**src/rtl/lkt_pkg.sv**
```systemverilog
// Package for the lease lock table: sizes, command and status codes,
// and the request and response beat types.
// No dependencies; every other file refers to it by scoped names.
package lkt_pkg;

  localparam int ENTRIES     = 16;
  localparam int KEY_WIDTH   = 32;
  localparam int OWNER_WIDTH = 32;

  localparam int CMD_W    = 3;
  localparam int KEY_IN_W = 32;
  localparam int OWN_IN_W = 32;
  localparam int TTL_W    = 32;
  localparam int STATUS_W = 3;
  localparam int TIME_W   = 48;

  // Only the low bits of key and owner take part in matching.
  localparam int KEY_USE_W = (KEY_WIDTH < KEY_IN_W) ? KEY_WIDTH : KEY_IN_W;
  localparam int OWN_USE_W = (OWNER_WIDTH < OWN_IN_W) ? OWNER_WIDTH : OWN_IN_W;

  localparam logic [CMD_W-1:0] CMD_TICK   = 3'd0;
  localparam logic [CMD_W-1:0] CMD_TRY    = 3'd1;
  localparam logic [CMD_W-1:0] CMD_RENEW  = 3'd2;
  localparam logic [CMD_W-1:0] CMD_UNLOCK = 3'd3;
  localparam logic [CMD_W-1:0] CMD_QUERY  = 3'd4;

  localparam logic [STATUS_W-1:0] ST_OK          = 3'd0;
  localparam logic [STATUS_W-1:0] ST_NOT_ENABLED = 3'd1;
  localparam logic [STATUS_W-1:0] ST_BAD_ARGS    = 3'd2;
  localparam logic [STATUS_W-1:0] ST_HELD        = 3'd3;
  localparam logic [STATUS_W-1:0] ST_NOT_FOUND   = 3'd4;
  localparam logic [STATUS_W-1:0] ST_MISMATCH    = 3'd5;
  localparam logic [STATUS_W-1:0] ST_FULL        = 3'd6;

  typedef struct packed {
    logic [CMD_W-1:0]    command;
    logic [KEY_IN_W-1:0] key_id;
    logic [OWN_IN_W-1:0] owner_id;
    logic [TTL_W-1:0]    ttl_ms;
  } req_t;

  typedef struct packed {
    logic [STATUS_W-1:0] status;
    logic [OWN_IN_W-1:0] holder_owner;
    logic [TIME_W-1:0]   holder_expire;
  } rsp_t;

endpackage

```
**src/rtl/lkt_if.sv**
```systemverilog
// Handshake channels of the lease lock table: request and response.
// Depends on lkt_pkg for field widths.
interface lkt_in_if;
  logic                          valid;
  logic                          ready;
  logic [lkt_pkg::CMD_W-1:0]     command;
  logic [lkt_pkg::KEY_IN_W-1:0]  key_id;
  logic [lkt_pkg::OWN_IN_W-1:0]  owner_id;
  logic [lkt_pkg::TTL_W-1:0]     ttl_ms;

  modport source (output valid, command, key_id, owner_id, ttl_ms, input ready);
  modport sink (input valid, command, key_id, owner_id, ttl_ms, output ready);
endinterface

interface lkt_out_if;
  logic                          valid;
  logic                          ready;
  logic [lkt_pkg::STATUS_W-1:0]  status;
  logic [lkt_pkg::OWN_IN_W-1:0]  holder_owner;
  logic [lkt_pkg::TIME_W-1:0]    holder_expire;

  modport source (output valid, status, holder_owner, holder_expire, input ready);
  modport sink (input valid, status, holder_owner, holder_expire, output ready);
endinterface

```
**src/rtl/lkt_in_stage.sv**
```systemverilog
// Input register of the lease lock table: holds one request beat until
// the table takes it. Depends on lkt_pkg.
module lkt_in_stage (
  input  logic          clk,
  input  logic          rst_n,
  input  logic          in_valid,
  output logic          in_ready,
  input  lkt_pkg::req_t in_req,
  input  logic          take,
  output logic          req_vld,
  output lkt_pkg::req_t req
);

  logic          vld_r;
  logic          vld_nxt;
  lkt_pkg::req_t req_r;

  assign in_ready = !vld_r || take;
  assign vld_nxt  = in_ready ? in_valid : vld_r;
  assign req_vld  = vld_r;
  assign req      = req_r;

  always_ff @(posedge clk) begin
    if (!rst_n) begin
      vld_r <= 1'b0;
    end else begin
      vld_r <= vld_nxt;
    end
  end

  always_ff @(posedge clk) begin
    if (in_valid && in_ready) begin
      req_r <= in_req;
    end
  end

endmodule

```
**src/rtl/lkt_table.sv**
```systemverilog
// Lock table: entry flops, clock, associative lookup, free-entry pick and
// the per-command decision, all in one pass. Depends on lkt_pkg.
module lkt_table (
  input  logic          clk,
  input  logic          rst_n,
  input  logic          enable,
  input  logic          req_vld,
  input  lkt_pkg::req_t req,
  input  logic          out_free,
  output logic          take,
  output logic          rsp_vld,
  output lkt_pkg::rsp_t rsp
);

  localparam int E  = lkt_pkg::ENTRIES;
  localparam int TW = lkt_pkg::TIME_W;

  logic [E-1:0]                    valid_r;
  logic [E-1:0]                    valid_nxt;
  logic [TW-1:0]                   clock_r;
  logic [lkt_pkg::KEY_USE_W-1:0]   key_r    [E];
  logic [lkt_pkg::OWN_USE_W-1:0]   owner_r  [E];
  logic [TW-1:0]                   expire_r [E];

  logic [lkt_pkg::KEY_USE_W-1:0]   key;
  logic [lkt_pkg::OWN_USE_W-1:0]   owner;
  logic [E-1:0]                    live;
  logic [E-1:0]                    hit;
  logic [E-1:0]                    free_vec;
  logic [E-1:0]                    free_oh;
  logic [lkt_pkg::OWN_USE_W-1:0]   hit_owner;
  logic [TW-1:0]                   hit_exp;
  logic                            found;
  logic                            owner_eq;
  logic [TW:0]                     sum;
  logic [TW-1:0]                   exp_new;
  logic                            bad;
  logic                            is_tick;
  logic                            has_result;
  logic                            do_clear;
  logic [E-1:0]                    exp_we;
  logic [E-1:0]                    ins_we;
  logic [E-1:0]                    unl_oh;
  logic [lkt_pkg::STATUS_W-1:0]    status;

  always_comb begin
    key   = req.key_id[lkt_pkg::KEY_USE_W-1:0];
    owner = req.owner_id[lkt_pkg::OWN_USE_W-1:0];
    hit_owner = '0;
    hit_exp   = '0;
    for (int i = 0; i < E; i++) begin
      live[i] = valid_r[i] && (clock_r < expire_r[i]);
      hit[i]  = live[i] && (key_r[i] == key);
      // Live keys are unique, so at most one entry hits.
      hit_owner = hit_owner | (hit[i] ? owner_r[i] : '0);
      hit_exp   = hit_exp | (hit[i] ? expire_r[i] : '0);
    end
    found    = |hit;
    owner_eq = (hit_owner == owner);
    free_vec = ~live;
    free_oh  = free_vec & (~free_vec + E'(1));

    sum     = {1'b0, clock_r} + (TW + 1)'(req.ttl_ms);
    exp_new = sum[TW] ? '1 : sum[TW-1:0];

    is_tick    = enable && (req.command == lkt_pkg::CMD_TICK);
    has_result = !is_tick;
    bad = (req.command > lkt_pkg::CMD_QUERY) || (key == '0) ||
          ((req.command != lkt_pkg::CMD_QUERY) && (owner == '0)) ||
          (((req.command == lkt_pkg::CMD_TRY) || (req.command == lkt_pkg::CMD_RENEW)) &&
           (req.ttl_ms == '0));

    do_clear = 1'b0;
    exp_we   = '0;
    ins_we   = '0;
    unl_oh   = '0;
    rsp      = '0;
    status   = lkt_pkg::ST_OK;

    priority if (!enable) begin
      status = lkt_pkg::ST_NOT_ENABLED;
    end else if (is_tick) begin
      status = lkt_pkg::ST_OK;
    end else if (bad) begin
      status = lkt_pkg::ST_BAD_ARGS;
    end else begin
      do_clear = 1'b1;
      if (req.command == lkt_pkg::CMD_TRY) begin
        if (found) begin
          if (owner_eq) begin
            exp_we = hit;
          end else begin
            status = lkt_pkg::ST_HELD;
          end
        end else if (free_vec == '0) begin
          status = lkt_pkg::ST_FULL;
        end else begin
          ins_we = free_oh;
        end
      end else if (!found) begin
        status = lkt_pkg::ST_NOT_FOUND;
      end else if (req.command == lkt_pkg::CMD_QUERY) begin
        rsp.holder_owner  = lkt_pkg::OWN_IN_W'(hit_owner);
        rsp.holder_expire = hit_exp;
      end else if (!owner_eq) begin
        status = lkt_pkg::ST_MISMATCH;
      end else if (req.command == lkt_pkg::CMD_RENEW) begin
        exp_we = hit;
      end else begin
        unl_oh = hit;
      end
    end
    rsp.status = status;

    take    = req_vld && (!has_result || out_free);
    rsp_vld = take && has_result;

    // Expired entries are dropped only where a checked command runs, since
    // the clock may wrap and bring an unswept entry back to life.
    valid_nxt = valid_r;
    if (take && do_clear) begin
      valid_nxt = (live | ins_we) & ~unl_oh;
    end
  end

  always_ff @(posedge clk) begin
    if (!rst_n) begin
      valid_r <= '0;
      clock_r <= '0;
    end else begin
      valid_r <= valid_nxt;
      if (take && is_tick) begin
        clock_r <= clock_r + TW'(1);
      end
    end
  end

  always_ff @(posedge clk) begin
    for (int i = 0; i < E; i++) begin
      if (take && ins_we[i]) begin
        key_r[i]   <= key;
        owner_r[i] <= owner;
      end
      if (take && (ins_we[i] || exp_we[i])) begin
        expire_r[i] <= exp_new;
      end
    end
  end

endmodule

```
**src/rtl/lkt_out_stage.sv**
```systemverilog
// Output register of the lease lock table: holds one response beat until
// the consumer takes it. Depends on lkt_pkg.
module lkt_out_stage (
  input  logic          clk,
  input  logic          rst_n,
  input  logic          rsp_vld,
  input  lkt_pkg::rsp_t rsp,
  output logic          out_free,
  output logic          out_valid,
  input  logic          out_ready,
  output lkt_pkg::rsp_t out_rsp
);

  logic          vld_r;
  logic          vld_nxt;
  lkt_pkg::rsp_t rsp_r;

  assign out_free  = !vld_r || out_ready;
  assign vld_nxt   = rsp_vld || (vld_r && !out_ready);
  assign out_valid = vld_r;
  assign out_rsp   = rsp_r;

  always_ff @(posedge clk) begin
    if (!rst_n) begin
      vld_r <= 1'b0;
    end else begin
      vld_r <= vld_nxt;
    end
  end

  always_ff @(posedge clk) begin
    if (rsp_vld) begin
      rsp_r <= rsp;
    end
  end

endmodule

```
**src/rtl/lease_lock_table.sv**
```systemverilog
// Top level of the lease lock table: input register, lock table, output register.
// Depends on lkt_pkg, lkt_in_if, lkt_out_if, lkt_in_stage, lkt_table, lkt_out_stage.

// A table of lkt_pkg::ENTRIES timed locks kept in flops. One request beat can be
// taken every clock cycle while the response side keeps up. A response beat is
// loaded into the output register when the table takes its request from the input
// register, and waits there until the consumer takes it. A response that waits in
// the output register holds a request that needs a response in the input register,
// and that in turn holds off the next request beat; an enabled tick still passes.
// The whole lookup (key match and expiry compare on all entries, lowest free entry
// pick, saturating expiry add) is done in one pass between those registers.
// An enabled tick advances the clock and gives no response beat; every other
// request gives exactly one. Write enable through cfg_we only while idle.
module lease_lock_table (
  input  logic      clk,
  input  logic      rst_n,
  input  logic      cfg_we,
  input  logic      cfg_wdata,
  lkt_in_if.sink    in_bus,
  lkt_out_if.source out_bus
);

  logic          enable_r;
  lkt_pkg::req_t in_req;
  lkt_pkg::req_t req;
  lkt_pkg::rsp_t rsp;
  lkt_pkg::rsp_t out_rsp;
  logic          req_vld;
  logic          take;
  logic          rsp_vld;
  logic          out_free;

  always_ff @(posedge clk) begin
    if (!rst_n) begin
      enable_r <= 1'b0;
    end else if (cfg_we) begin
      enable_r <= cfg_wdata;
    end
  end

  assign in_req.command  = in_bus.command;
  assign in_req.key_id   = in_bus.key_id;
  assign in_req.owner_id = in_bus.owner_id;
  assign in_req.ttl_ms   = in_bus.ttl_ms;

  lkt_in_stage u_in (
    .clk      (clk),
    .rst_n    (rst_n),
    .in_valid (in_bus.valid),
    .in_ready (in_bus.ready),
    .in_req   (in_req),
    .take     (take),
    .req_vld  (req_vld),
    .req      (req)
  );

  lkt_table u_table (
    .clk      (clk),
    .rst_n    (rst_n),
    .enable   (enable_r),
    .req_vld  (req_vld),
    .req      (req),
    .out_free (out_free),
    .take     (take),
    .rsp_vld  (rsp_vld),
    .rsp      (rsp)
  );

  lkt_out_stage u_out (
    .clk       (clk),
    .rst_n     (rst_n),
    .rsp_vld   (rsp_vld),
    .rsp       (rsp),
    .out_free  (out_free),
    .out_valid (out_bus.valid),
    .out_ready (out_bus.ready),
    .out_rsp   (out_rsp)
  );

  assign out_bus.status        = out_rsp.status;
  assign out_bus.holder_owner  = out_rsp.holder_owner;
  assign out_bus.holder_expire = out_rsp.holder_expire;

endmodule

```
**src/flat_wrapper.sv**
```systemverilog
// flat-port wrapper written by rule: the top's interface ports become plain ports
module lease_lock_table_flat 
  (clk, rst_n, cfg_we, cfg_wdata, in_bus_valid, in_bus_command, in_bus_key_id, in_bus_owner_id, in_bus_ttl_ms, in_bus_ready, out_bus_valid, out_bus_status, out_bus_holder_owner, out_bus_holder_expire, out_bus_ready);
  lkt_in_if in_bus_i ();
  lkt_out_if out_bus_i ();
  input  logic clk;
  input  logic rst_n;
  input  logic cfg_we;
  input  logic cfg_wdata;
  input wire logic [$bits(in_bus_i.valid)-1:0] in_bus_valid;
  input wire logic [$bits(in_bus_i.command)-1:0] in_bus_command;
  input wire logic [$bits(in_bus_i.key_id)-1:0] in_bus_key_id;
  input wire logic [$bits(in_bus_i.owner_id)-1:0] in_bus_owner_id;
  input wire logic [$bits(in_bus_i.ttl_ms)-1:0] in_bus_ttl_ms;
  output wire logic [$bits(in_bus_i.ready)-1:0] in_bus_ready;
  output wire logic [$bits(out_bus_i.valid)-1:0] out_bus_valid;
  output wire logic [$bits(out_bus_i.status)-1:0] out_bus_status;
  output wire logic [$bits(out_bus_i.holder_owner)-1:0] out_bus_holder_owner;
  output wire logic [$bits(out_bus_i.holder_expire)-1:0] out_bus_holder_expire;
  input wire logic [$bits(out_bus_i.ready)-1:0] out_bus_ready;
  assign in_bus_i.valid = in_bus_valid;
  assign in_bus_i.command = in_bus_command;
  assign in_bus_i.key_id = in_bus_key_id;
  assign in_bus_i.owner_id = in_bus_owner_id;
  assign in_bus_i.ttl_ms = in_bus_ttl_ms;
  assign in_bus_ready = in_bus_i.ready;
  assign out_bus_valid = out_bus_i.valid;
  assign out_bus_status = out_bus_i.status;
  assign out_bus_holder_owner = out_bus_i.holder_owner;
  assign out_bus_holder_expire = out_bus_i.holder_expire;
  assign out_bus_i.ready = out_bus_ready;
  lease_lock_table u_core (.clk(clk), .rst_n(rst_n), .cfg_we(cfg_we), .cfg_wdata(cfg_wdata), .in_bus(in_bus_i), .out_bus(out_bus_i));
endmodule
```
**config.mk**
```make
export PLATFORM = sky130hd
export DESIGN_NAME = lease_lock_table_flat
export DESIGN_NICKNAME = d
export VERILOG_FILES = /design/src/rtl/lkt_pkg.sv /design/src/rtl/lkt_if.sv /design/src/rtl/lkt_in_stage.sv /design/src/rtl/lkt_table.sv /design/src/rtl/lkt_out_stage.sv /design/src/rtl/lease_lock_table.sv /design/src/flat_wrapper.sv
export SDC_FILE = /design/constraint.sdc
export NUM_CORES = 2
export LEC_CHECK = 0
export BUFFER_PORTS_ARGS = -buffer_cell sky130_fd_sc_hd__buf_2
export CAP_MARGIN = 15
export CORE_AREA = 2 2 511 513
export DETAILED_ROUTE_END_ITERATION = 12
export DIE_AREA = 0 0 513 515
export PLACE_DENSITY = 0.54
export SYNTH_ARGS = -nofsm -noshare
export SYNTH_HDL_FRONTEND = slang
export SYNTH_SLANG_ARGS = --single-unit
```
**constraint.sdc**
```tcl
create_clock -name clk -period 12.8 [get_ports clk]
set_input_delay 1.28 -clock clk [delete_from_list [all_inputs] [get_ports clk]]
set_output_delay 1.28 -clock clk [all_outputs]
set_load 0.01 [all_outputs]
```
==> impl_metrics.yaml <==
worst_setup_path:
  cp_data_arrival_time_ns: 9.74
  startpoint_type: "register"
  critPathMaxFanout: 32
  crit_path_end_kind: "register"
  critical_path_class: "register to register"
  cp.required_ns: 13.33
clock_tree:
  cts_root_buf: "clkbuf_16"
  cts_made_buffers: 231
  cts-resized-gates: 0
  clk_latency_ns: 0.92
  htree_levels: 4
  cts_buffer_depth: 4
  hold_buffers: 0
  cts_post_setup_buffers_inserted: 0
  clkSlewWorstSetupHoldPaths_ns: 0.06
  cts_sinks: 2041
  cts_tree: "built"
logic_synthesis:
  post-synth-top-count-cell: "edfxtp_1"
  synth_area_um2: 103000
  synthDistinctLibCells: 89
  ys_seq_elements: 2041
  synth_area_per_cell_um2: 12.4
  synth_fp_nets: 9208
  ys_top_cells_by_area: "edfxtp_1 57%, ha_1 9.5%, inv_1 3.2%"
  netlist_instances: 8317
  synth-main-ff-cell: "edfxtp_1"
  ys_seq_area_frac: 0.587
  synth_top_area_frac: 0.574
  synthArstFlopShare: 0
  synth_edf_count: 1974
  ys_top_cells_by_count: "1974 x edfxtp_1, 868 x inv_1, 785 x ha_1, 498 x nand2_1, 364 x nand4_1"
  ys_warn_count: 0
  post-synth-top-area-cell: "edfxtp_1"
placement:
  io_buffers: 189
  placed_cells: 11800
  gp_congestion: 0.965
  dpl.hpwl_um: 261000
die:
  io_pins: 190
  fp.dieW_um: 513
  die_h_um: 515
  initial_core_util: 0.399
  die_area_um2: 264000
  rows: 187
  core_um2: 259000
route:
  route.detailed.drc: 0
  dr.pass1.iters: 9
  wl_per_cell_um: 32.4
  vias_per_cell: 6.20
  wl_um: 397000
  vias: 75900
  drtIter0Drc: 10300
  postRouteAntennaNets: 0
pwr:
  power_w: 0.0144
  p_leak_nw: 44.1
  peakVddDrop_v: 0.000136
  powerDensity_nw_per_um2: 123
sta:
  period_share: 0.719
  max-slew-margin-rel: 0.120
  worstMarginPinSlew_ns: 1.32
  finalClockSkew_ns: 0.0728
  slew_violations: 0
  whs_ns: 0.465
  fin_crit_ns: 9.21
  fin_tns_setup_ns: 0
  setup_viol: 0
  rsz0062_at_grt: "no"
  max_freq_mhz: 109
  hold_violations: 0
final_layout:
  drive_above_1_share: 0.105
  fin_nets: 9543
  area_delta_synth_final_pct: 13.4
  stdcell_count: 12200
  fillers: 23400
  final_util: 0.453
global_route:
  grt_antenna_before_repair: 21
  overflow: 0
  grt_pass1_wl_um: 552000
  grt_max_degree: 81
  grt_usage: 0.292
  grt_pass1_vias: 74300
worst_hold_path:
  hp-class: "register to register"
flow_run:
  maxCapViolCount: 0
outcome:
  status: "finished clean"
[flip-flops by register name, summed over array words and instances, names as in the netlist, 16 cells and up]
register / count
u_core.u_table.valid_r: 16
u_core.u_table.clock_r: 48
u_core.u_out.out_rsp: 83
u_core.u_table.key_r: 512
u_core.u_in.req: 99
u_core.u_table.expire_r: 768
u_core.u_table.owner_r: 512
[final timing paths]
kind,slack [ns],from,cells past startpoint,endpoint
hold reg to reg,0.47,u_core.u_table.valid_r[10]$_SDFFE_PN0P_,1,u_core.u_table.valid_r[10]$_SDFFE_PN0P_
hold / removal,0.47,u_core.u_table.valid_r[10]$_SDFFE_PN0P_,1,u_core.u_table.valid_r[10]$_SDFFE_PN0P_
setup reg to reg,3.59,u_core.u_table.clock_r[26]$_SDFFE_PN0P_,17,u_core.u_table.expire_r[1][75]$_DFFE_PP_
setup / recovery,3.59,u_core.u_table.clock_r[26]$_SDFFE_PN0P_,17,u_core.u_table.expire_r[1][75]$_DFFE_PP_
[power by group]
group | switching (W) | internal, W | total (W)
Clock | 0.00278 | 0.00384 | 0.00662
Sequential | 0.0000493 | 0.00735 | 0.00740
Combinational | 0.000245 | 0.000100 | 0.000345
[final cells by class]
cell class              instances  area, um2  share of cell area
well taps                    3402       4260              0.0364
diodes                          6       15.0            0.000128
clock buffers                 294       6120              0.0523
multi-input cells            5031      38400               0.328
inverters                     868       3260              0.0278
flip-flops and latches       2041      60600               0.518
clock inverters               122       1230              0.0105
repair buffers                479       3140              0.0268
[critical path: stages (launching register included)]
cell and delay [ns]:
dfxtp_1 1.03, ha_1 0.29, nand4_1 0.30, nor4_1 0.93
nand3_1 0.29, o2bb2ai_4 0.78, buf_4 0.42, nor2_1 0.09
a32oi_1 0.17, o2111ai_1 0.20, a2111oi_1 0.61, xnor2_1 0.23
nor4_2 0.54, nand4_1 0.43, nor2_1 0.29, and3_1 0.76
a21o_2 0.95, buf_4 0.45
[layer usage]
layer	part of all wire	GRT usage
met5	0.00041	0.000183
met1	0.39	0.372
met4	0.059	0.148
met3	0.095	0.0647
met2	0.45	0.467
[cell usage in the layout (no fill, tap or decap), types with 67 or more instances in the layout]
master,Yosys,layout
a21o_1,97,81
a21oi_1,345,344
a221oi_1,133,133
a222oi_1,114,114
a22o_1,94,94
a32oi_1,126,126
and2_1,102,99
and3_1,98,92
buf_2,75,194
buf_4,2,282
clkbuf_16,0,233
dfxtp_1,67,67
edfxtp_1,1974,1974
ha_1,785,785
inv_1,868,868
nand2_1,498,496
nand3_1,343,341
nand4_1,364,364
nor2_1,166,149
nor3_1,110,98
nor4_1,139,129
o21ai_0,177,169
xnor2_1,332,332
xor2_1,279,279
[cells by family (layout without fill, tap and decap cells)]
family,count (synthesis),count (layout),synth area share
flops,2041,2041,0.587
xor+xnor,611,611,0.0518
buf+inv,1245,1763,0.0465
other cells,0,6,0
fa+ha+maj,786,786,0.0953
compound gates,1611,1611,0.115
mux,3,3,0.000315
simple gates,2020,2020,0.104
[through the flow]
step	setup slack, ns	cell area, um2
floorplan	1.33	103000
global placement	3.49	110000
detailed placement	3.90	110000
CTS	3.87	117000
global route	3.48	117000
finish	3.59	117000
(Power assumes the default switching activity.)
